`src/hdl/aled_pkg.sv`:
```
// -----------------------------------------------------------------------------
// Addressable LED bit encoder package
// Shared widths, codes and the color order table.
// -----------------------------------------------------------------------------
package aled_pkg;

   localparam int CHAN_W   = 8;
   localparam int SCALE_W  = CHAN_W + 1;
   localparam int WORD_W   = 32;
   localparam int SHIFT_W  = 5;
   localparam int BITS_W   = 3 * CHAN_W;
   localparam int CNT_W    = 5;
   localparam int HIGH_W   = 3;
   localparam int LOW_W    = 10;
   localparam int ORDER_W  = 3;
   localparam int RESET_SLOTS_DEF = 1000;

   localparam logic [HIGH_W-1:0] HIGH_ZERO = HIGH_W'(1);
   localparam logic [HIGH_W-1:0] HIGH_ONE  = HIGH_W'(4);
   localparam logic [HIGH_W-1:0] HIGH_RST  = HIGH_W'(0);
   localparam logic [LOW_W-1:0]  LOW_ZERO  = LOW_W'(4);
   localparam logic [LOW_W-1:0]  LOW_ONE   = LOW_W'(1);

   localparam logic [CNT_W-1:0] LAST_BIT = CNT_W'(BITS_W - 1);

   typedef enum logic [1:0] {
      KIND_PIXEL = 2'd0,
      KIND_RAW   = 2'd1,
      KIND_LATCH = 2'd2,
      KIND_NONE  = 2'd3
   } kind_type;

   typedef enum logic [1:0] {
      SYM_ZERO  = 2'd0,
      SYM_ONE   = 2'd1,
      SYM_RESET = 2'd2
   } symbol_type;

   typedef enum logic [0:0] {
      CSR_BRIGHTNESS  = 1'b0,
      CSR_COLOR_ORDER = 1'b1
   } csr_index_type;

   // Bits 23..16 red shift, 15..8 green shift, 7..0 blue shift.
   localparam logic [BITS_W-1:0] ORDER_TABLE [8] = '{
      24'h100800, 24'h100008, 24'h081000, 24'h080010,
      24'h001008, 24'h000810, 24'h100800, 24'h100800
   };

   typedef struct packed {
      logic              latch;
      logic [BITS_W-1:0] bits;
      logic              last;
   } hold_type;

endpackage

```
`src/hdl/addressable_led_bit_encoder_top.sv`:
```
// -----------------------------------------------------------------------------
// Addressable LED bit encoder
// Turns pixel, raw and latch requests into one-wire LED line symbols.
// -----------------------------------------------------------------------------
// A pixel or raw request yields 24 symbols, one per cycle while rsp_tready is
// high; a latch request yields one symbol. The symbol shifter sets this rate,
// and a holding register in front of it takes the next request while the
// current one is sent.
module addressable_led_bit_encoder_top #(
   parameter int RESET_SLOTS = aled_pkg::RESET_SLOTS_DEF
) (
   input  logic        clock,
   input  logic        reset,
   input  logic        req_tvalid,
   output logic        req_tready,
   input  logic [55:0] req_tdata,   // pixel_word, red, green, blue
   input  logic [1:0]  req_tuser,   // kind
   input  logic        req_tlast,   // frame_last
   output logic        rsp_tvalid,
   input  logic        rsp_tready,
   output logic [15:0] rsp_tdata,   // high_slots, low_slots, item_end, zero fill
   output logic [1:0]  rsp_tuser,   // symbol
   output logic        rsp_tlast,   // frame_end
   input  logic        csr_we,
   input  logic [0:0]  csr_index,
   input  logic [7:0]  csr_wdata
);
   import aled_pkg::*;

   logic [CHAN_W-1:0]  brightness_ff;
   logic [ORDER_W-1:0] color_order_ff;
   logic [BITS_W-1:0]  order;
   logic [SCALE_W-1:0] scale;
   logic [CHAN_W-1:0]  lane_red, lane_green, lane_blue;
   logic               hold_valid, hold_take;
   hold_type           hold;
   symbol_type         symbol;
   logic [HIGH_W-1:0]  high_slots;
   logic [LOW_W-1:0]   low_slots;
   logic               item_end;

   always_ff @(posedge clock) begin
      if (reset) begin
         brightness_ff  <= 8'hff;
         color_order_ff <= '0;
      end else if (csr_we) begin
         unique case (csr_index_type'(csr_index))
            CSR_BRIGHTNESS:  brightness_ff  <= csr_wdata;
            CSR_COLOR_ORDER: color_order_ff <= csr_wdata[ORDER_W-1:0];
            default: ;
         endcase
      end
   end

   assign order = ORDER_TABLE[color_order_ff];
   assign scale = SCALE_W'(brightness_ff) + SCALE_W'(1);

   aled_lane u_lane_red (
      .word  (req_tdata[WORD_W-1:0]),
      .shift (order[16 +: SHIFT_W]),
      .scale (scale),
      .level (lane_red)
   );

   aled_lane u_lane_green (
      .word  (req_tdata[WORD_W-1:0]),
      .shift (order[8 +: SHIFT_W]),
      .scale (scale),
      .level (lane_green)
   );

   aled_lane u_lane_blue (
      .word  (req_tdata[WORD_W-1:0]),
      .shift (order[0 +: SHIFT_W]),
      .scale (scale),
      .level (lane_blue)
   );

   aled_merge u_merge (
      .clock      (clock),
      .reset      (reset),
      .in_valid   (req_tvalid),
      .in_ready   (req_tready),
      .kind       (kind_type'(req_tuser)),
      .last       (req_tlast),
      .lane_red   (lane_red),
      .lane_green (lane_green),
      .lane_blue  (lane_blue),
      .raw_red    (req_tdata[39:32]),
      .raw_green  (req_tdata[47:40]),
      .raw_blue   (req_tdata[55:48]),
      .hold_valid (hold_valid),
      .hold_take  (hold_take),
      .hold       (hold)
   );

   aled_serializer #(
      .RESET_SLOTS (RESET_SLOTS)
   ) u_serializer (
      .clock      (clock),
      .reset      (reset),
      .hold_valid (hold_valid),
      .hold_take  (hold_take),
      .hold       (hold),
      .out_valid  (rsp_tvalid),
      .out_ready  (rsp_tready),
      .symbol     (symbol),
      .high_slots (high_slots),
      .low_slots  (low_slots),
      .item_end   (item_end),
      .frame_end  (rsp_tlast)
   );

   assign rsp_tuser = symbol;
   assign rsp_tdata = {2'b00, item_end, low_slots, high_slots};

endmodule

```
`src/hdl/aled_lane.sv`:
```
// -----------------------------------------------------------------------------
// Addressable LED channel lane
// Picks one color byte from the pixel word and scales it by brightness.
// -----------------------------------------------------------------------------
module aled_lane (
   input  logic [aled_pkg::WORD_W-1:0]  word,
   input  logic [aled_pkg::SHIFT_W-1:0] shift,
   input  logic [aled_pkg::SCALE_W-1:0] scale,
   output logic [aled_pkg::CHAN_W-1:0]  level
);
   import aled_pkg::*;

   logic [WORD_W-1:0]          shifted;
   logic [CHAN_W+SCALE_W-1:0]  product;

   always_comb begin
      shifted = word >> shift;
      product = (CHAN_W+SCALE_W)'(shifted[CHAN_W-1:0]) * (CHAN_W+SCALE_W)'(scale);
      level   = product[2*CHAN_W-1:CHAN_W];
   end

endmodule

```
`src/hdl/aled_merge.sv`:
```
// -----------------------------------------------------------------------------
// Addressable LED merge stage
// Combines the lane results or the raw bytes into one registered bit word.
// -----------------------------------------------------------------------------
module aled_merge (
   input  logic                        clock,
   input  logic                        reset,
   input  logic                        in_valid,
   output logic                        in_ready,
   input  aled_pkg::kind_type          kind,
   input  logic                        last,
   input  logic [aled_pkg::CHAN_W-1:0] lane_red,
   input  logic [aled_pkg::CHAN_W-1:0] lane_green,
   input  logic [aled_pkg::CHAN_W-1:0] lane_blue,
   input  logic [aled_pkg::CHAN_W-1:0] raw_red,
   input  logic [aled_pkg::CHAN_W-1:0] raw_green,
   input  logic [aled_pkg::CHAN_W-1:0] raw_blue,
   output logic                        hold_valid,
   input  logic                        hold_take,
   output aled_pkg::hold_type          hold
);
   import aled_pkg::*;

   logic     valid_ff, valid_in;
   hold_type hold_ff, hold_in;
   logic     load;

   assign in_ready   = !valid_ff || hold_take;
   assign hold_valid = valid_ff;
   assign hold       = hold_ff;
   assign load       = in_valid && in_ready && (kind != KIND_NONE);

   always_comb begin
      hold_in       = hold_ff;
      hold_in.latch = (kind == KIND_LATCH);
      hold_in.last  = last;
      if (kind == KIND_RAW) begin
         hold_in.bits = {raw_green, raw_red, raw_blue};
      end else begin
         hold_in.bits = {lane_green, lane_red, lane_blue};
      end
   end

   always_comb begin
      valid_in = valid_ff;
      if (hold_take) begin
         valid_in = 1'b0;
      end
      if (load) begin
         valid_in = 1'b1;
      end
   end

   always_ff @(posedge clock) begin
      if (reset) begin
         valid_ff <= 1'b0;
      end else begin
         valid_ff <= valid_in;
      end
   end

   always_ff @(posedge clock) begin
      if (load) begin
         hold_ff <= hold_in;
      end
   end

endmodule

```
`src/hdl/aled_serializer.sv`:
```
// -----------------------------------------------------------------------------
// Addressable LED serializer
// Shifts the bit word out as line symbols, most significant bit first.
// -----------------------------------------------------------------------------
module aled_serializer #(
   parameter int RESET_SLOTS = aled_pkg::RESET_SLOTS_DEF
) (
   input  logic                        clock,
   input  logic                        reset,
   input  logic                        hold_valid,
   output logic                        hold_take,
   input  aled_pkg::hold_type          hold,
   output logic                        out_valid,
   input  logic                        out_ready,
   output aled_pkg::symbol_type        symbol,
   output logic [aled_pkg::HIGH_W-1:0] high_slots,
   output logic [aled_pkg::LOW_W-1:0]  low_slots,
   output logic                        item_end,
   output logic                        frame_end
);
   import aled_pkg::*;

   localparam logic [LOW_W-1:0] LOW_RST = LOW_W'(RESET_SLOTS);

   logic              valid_ff, valid_in;
   logic [BITS_W-1:0] bits_ff, bits_in;
   logic [CNT_W-1:0]  cnt_ff, cnt_in;
   logic              latch_ff, latch_in;
   logic              last_ff, last_in;
   logic              done;

   assign done      = out_valid && out_ready && item_end;
   assign hold_take = hold_valid && (!valid_ff || done);

   always_comb begin
      valid_in = valid_ff;
      bits_in  = bits_ff;
      cnt_in   = cnt_ff;
      latch_in = latch_ff;
      last_in  = last_ff;
      if (hold_take) begin
         valid_in = 1'b1;
         bits_in  = hold.bits;
         cnt_in   = '0;
         latch_in = hold.latch;
         last_in  = hold.last;
      end else if (done) begin
         valid_in = 1'b0;
      end else if (valid_ff && out_ready) begin
         bits_in = {bits_ff[BITS_W-2:0], 1'b0};
         cnt_in  = cnt_ff + CNT_W'(1);
      end
   end

   always_ff @(posedge clock) begin
      if (reset) begin
         valid_ff <= 1'b0;
      end else begin
         valid_ff <= valid_in;
      end
   end

   always_ff @(posedge clock) begin
      bits_ff  <= bits_in;
      cnt_ff   <= cnt_in;
      latch_ff <= latch_in;
      last_ff  <= last_in;
   end

   always_comb begin
      out_valid = valid_ff;
      item_end  = latch_ff || (cnt_ff == LAST_BIT);
      frame_end = item_end && last_ff;
      if (latch_ff) begin
         symbol     = SYM_RESET;
         high_slots = HIGH_RST;
         low_slots  = LOW_RST;
      end else if (bits_ff[BITS_W-1]) begin
         symbol     = SYM_ONE;
         high_slots = HIGH_ONE;
         low_slots  = LOW_ONE;
      end else begin
         symbol     = SYM_ZERO;
         high_slots = HIGH_ZERO;
         low_slots  = LOW_ZERO;
      end
   end

endmodule

```
`config.mk`:
```
export PLATFORM = sky130hd
export DESIGN_NAME = addressable_led_bit_encoder_top
export DESIGN_NICKNAME = d
export VERILOG_FILES = /design/src/hdl/aled_pkg.sv /design/src/hdl/addressable_led_bit_encoder_top.sv /design/src/hdl/aled_lane.sv /design/src/hdl/aled_merge.sv /design/src/hdl/aled_serializer.sv
export SDC_FILE = /design/constraint.sdc
export NUM_CORES = 1
export LEC_CHECK = 0
export BUFFER_PORTS_ARGS = -buffer_cell sky130_fd_sc_hd__buf_2
export CAP_MARGIN = 20
export CORE_ASPECT_RATIO = 0.7
export CORE_MARGIN = 5
export CORE_UTILIZATION = 32
export DETAILED_ROUTE_END_ITERATION = 16
export PLACE_DENSITY = 0.47
export SKIP_LAST_GASP = 1
export SLEW_MARGIN = 0
export SYNTH_ARGS = -nofsm -noshare
export SYNTH_HDL_FRONTEND = slang
export SYNTH_SLANG_ARGS = --single-unit
```
`constraint.sdc`:
```
create_clock -name clock -period 7.25 [get_ports clock]
set_input_delay 0.3625 -clock clock [delete_from_list [all_inputs] [get_ports clock]]
set_output_delay 0.3625 -clock clock [all_outputs]
set_load 0.005 [all_outputs]
```
==> impl_metrics.sql <==
INSERT INTO impl_metrics (metric_group, metric, value, unit) VALUES
('synthesis', 'ys_seq_elements', '70', ''),
('clocking', 'cts.htree.levels', '3', ''),
('critical_path', 'start_kind', 'flip-flop', ''),
('die', 'die_area', '0.03509', 'sq mm'),
('global_routing', 'grt_overflow', '0', ''),
('synthesis', 'syn_avg_cell_area', '8.984', 'sq um'),
('final_layout', 'layout-area-overhead-vs-synth', '12.04', '%'),
('critical_path', 'critical_path_arrival', '6.75', 'ns'),
('timing', 'period_minus_slack', '6.684', 'ns'),
('placement', 'dpl_worst_slack', '0.6372', 'ns'),
('synthesis', 'post_synth_main_area_contributors', 'sky130_fd_sc_hd__fa_1, sky130_fd_sc_hd__edfxtp_1, sky130_fd_sc_hd__ha_1, sky130_fd_sc_hd__nor2_1, sky130_fd_sc_hd__inv_1', ''),
('critical_path', 'setup.reg_to_reg.worst_slack', '0.57', 'ns'),
('timing', 'hold_viol_final', '0', ''),
('clocking', 'clock_tree.buffer_depth', '2', ''),
('synthesis', 'post-synth-top-area-cell', 'sky130_fd_sc_hd__fa_1', ''),
('die', 'die_h', '158.2', 'um'),
('detailed_routing', 'detailedRoute.firstIterationViolations', '491', ''),
('timing', 'final.setup_skew', '0.01357', 'ns'),
('final_layout', 'diodes', '0', ''),
('die', 'core', '0.03108', 'sq mm'),
('synthesis', 'synth_top_area_share', '23.92', '%'),
('clocking', 'tritoncts_clock_tree', 'yes', ''),
('final_layout', 'finalNonFillerCells', '1614', ''),
('pwr', 'static-leakage-power', '5.319', 'nW'),
('clocking', 'tritoncts.num_buffers', '9', ''),
('flow_run', 'max_cap_viols', '0', ''),
('pwr', 'power_per_cell_area', '439.3', 'mW/mm^2'),
('global_routing', 'first_global_vias', '8068', ''),
('final_layout', 'finalInstanceArea', '0.01125', 'sq mm'),
('clocking', 'clock_transition_time_at_the_flip_flop_clock_pins_of_the_worst_setup_and_hold_paths', '0.06', 'ns'),
('run_status', 'outcome', 'complete, no violations', ''),
('timing', 'layout_worst_path_cycle_share', '92.19', '%'),
('clocking', 'cts-resized-gates', '0', ''),
('detailed_routing', 'drtPass1Iterations', '5', ''),
('timing', 'max_freq', '149.6', 'MHz'),
('clocking', 'postCtsHoldBufs', '0', ''),
('synthesis', 'ys_seq_area_share', '19.13', '%'),
('clocking', 'cts_setup_buffers', '0', ''),
('synthesis', 'synth_flop_cell', 'sky130_fd_sc_hd__edfxtp_1', ''),
('timing', 'unrepaired_setup_endpoints_after_global_routing', 'false', ''),
('global_routing', 'grt_max_degree', '33', ''),
('clocking', 'root_buffer', 'sky130_fd_sc_hd__clkbuf_16', ''),
('synthesis', 'netlist_top_cells_count', 'sky130_fd_sc_hd__nor2_1, sky130_fd_sc_hd__inv_1, sky130_fd_sc_hd__fa_1', ''),
('critical_path', 'worstSetupPathType', 'reg -> reg', ''),
('placement', 'dpl_cell_area', '0.01097', 'sq mm'),
('die', 'initial_core_util', '32.32', '%'),
('timing', 'finalSetupViolCount', '0', ''),
('clocking', 'clock_sinks', '70', ''),
('pwr', 'ir_drop', '0.4415', 'mV'),
('synthesis', 'synth_edf_count', '52', ''),
('placement', 'dp_hpwl', '20380', 'um'),
('worst_hold_path', 'min_delay_path_depth', '1', ''),
('synthesis', 'synth_cell_type_count', '63', ''),
('clocking', 'worst_skew_pair.late_latency', '0.36', 'ns'),
('timing', 'setup-tns-final', '0', 'ns'),
('die', 'io_pins', '94', ''),
('timing', 'slew-limit-headroom', '30.34', '%'),
('placement', 'dp.cells', '1598', ''),
('global_routing', 'global_route.usage.total', '15.12', '%'),
('global_routing', 'grt_first_pass_wirelength', '42540', 'um'),
('final_layout', 'fraction_of_layout_cells_with_a_size_suffix_above_1', '16.75', '%'),
('detailed_routing', 'route.vias.total', '7673', ''),
('synthesis', 'synthArstFlopShare', '0', '%'),
('timing', 'tightestPinTransition', '1.040', 'ns'),
('critical_path', 'setup.worst_path.end_class', 'flip-flop', ''),
('synthesis', 'synth.most_common_cell', 'sky130_fd_sc_hd__nor2_1', ''),
('detailed_routing', 'viasPerCell', '4.754', ''),
('placement', 'place.port_buffers', '88', ''),
('synthesis', 'syn_area', '0.01004', 'sq mm'),
('critical_path', 'ff2ff_path_depth', '20', ''),
('critical_path', 'critPathMaxFanout', '17', '');
==> cell usage in the layout, fill, tap and decap left out, types with 22 or more instances in the layout <==
| cell | n |
|---|---|
| sky130_fd_sc_hd__fa_1 | 120 |
| sky130_fd_sc_hd__edfxtp_1 | 52 |
| sky130_fd_sc_hd__buf_2 | 88 |
| sky130_fd_sc_hd__buf_4 | 28 |
| sky130_fd_sc_hd__or2_2 | 22 |
| sky130_fd_sc_hd__o21ai_0 | 30 |
| sky130_fd_sc_hd__xnor2_1 | 28 |
| sky130_fd_sc_hd__inv_1 | 167 |
| sky130_fd_sc_hd__a21oi_1 | 28 |
| sky130_fd_sc_hd__nand2_1 | 58 |
| sky130_fd_sc_hd__ha_1 | 99 |
| sky130_fd_sc_hd__nor2_1 | 200 |
| sky130_fd_sc_hd__mux2_2 | 29 |
==> per-stage QoR <==
stage,hold slack [ns],util [%],power (mW)
6_report,0.1811,36.21,4.945
5_1_grt,0.1755,36.21,5.642
4_1_cts,0.1626,36.21,5.047
3_5_place_dp,0.4071,35.29,4.547
3_3_place_gp,0.4039,35.29,4.540
2_1_floorplan,0.4003,-,3.714
==> worst max-delay path, stage by stage (launching register included) <==
cell and delay (ns):
sky130_fd_sc_hd__dfxtp_1 0.33, sky130_fd_sc_hd__clkinv_1 0.40, sky130_fd_sc_hd__ha_1 0.86, sky130_fd_sc_hd__mux2_2 0.41, sky130_fd_sc_hd__o21ai_1 0.58, sky130_fd_sc_hd__nor2_1 0.12, sky130_fd_sc_hd__fa_1 0.43, sky130_fd_sc_hd__fa_1 0.51
sky130_fd_sc_hd__inv_1 0.06, sky130_fd_sc_hd__fa_1 0.49, sky130_fd_sc_hd__fa_1 0.49, sky130_fd_sc_hd__inv_1 0.04, sky130_fd_sc_hd__ha_1 0.27, sky130_fd_sc_hd__and4b_1 0.22, sky130_fd_sc_hd__nand3_1 0.08, sky130_fd_sc_hd__o221a_2 0.25
sky130_fd_sc_hd__a21oi_1 0.30, sky130_fd_sc_hd__a211o_1 0.22, sky130_fd_sc_hd__a21oi_1 0.09, sky130_fd_sc_hd__xnor2_1 0.14, sky130_fd_sc_hd__o21ai_0 0.09
==> kinds of logic after synthesis <==
family	Yosys count	share of synthesized area (%)
AO/OA/AOI/OAI	134	9.268
flip-flops	70	19.13
multiplexers	43	5.070
buffers and inverters	228	9.255
AND/OR/NAND/NOR	382	17.41
adder cells (fa/ha/maj)	219	36.25
XOR/XNOR	41	3.575
other	1	0.03733
==> worst paths after layout <==
| kind | from | end |
|---|---|---|
| hold / removal | req_tlast | u_merge.hold[0] |
| hold reg to reg | u_merge.hold[0] | u_serializer.last_ff |
| setup reg to reg | color_order_ff[2] | u_merge.hold[16] |
| setup / recovery | color_order_ff[2] | u_merge.hold[16] |
==> power by group <==
part | internal (mW) | switching [mW] | total (mW)
Combinational | 1.70 | 2.11 | 3.81
Clock | 0.238 | 0.208 | 0.446
Sequential | 0.659 | 0.0312 | 0.690
Total | 2.60 | 2.35 | 4.94
==> routing by layer <==
metal,part of all wire [%],track usage [%],routed length [um]
met5,0,0,0
met4,1.1,3.491,288
met3,3.9,2.539,996
met2,45,24.14,11290
met1,50,21.70,12720
==> registers in the layout, indices dropped and copies added, names as in the netlist <==
signal and count:
u_serializer.last_ff 1, u_merge.hold_valid 1, u_serializer.out_valid 1, u_serializer.latch_ff 1, u_merge.hold 26, color_order_ff 3, brightness_ff 8, u_serializer.cnt_ff 5
u_serializer.bits_ff 24
==> layout make-up <==
type / count / area, sq um
timing repair buffer: 116 / 650.6
multi-input combinational: 824 / 7239
inverter: 168 / 630.6
clock inverter: 7 / 61.31
clock buffer: 9 / 225.2
fill: 3256 / 19830
sequential: 70 / 1922
tap: 420 / 525.5
Note: power is estimated with default switching activity, not from simulation.
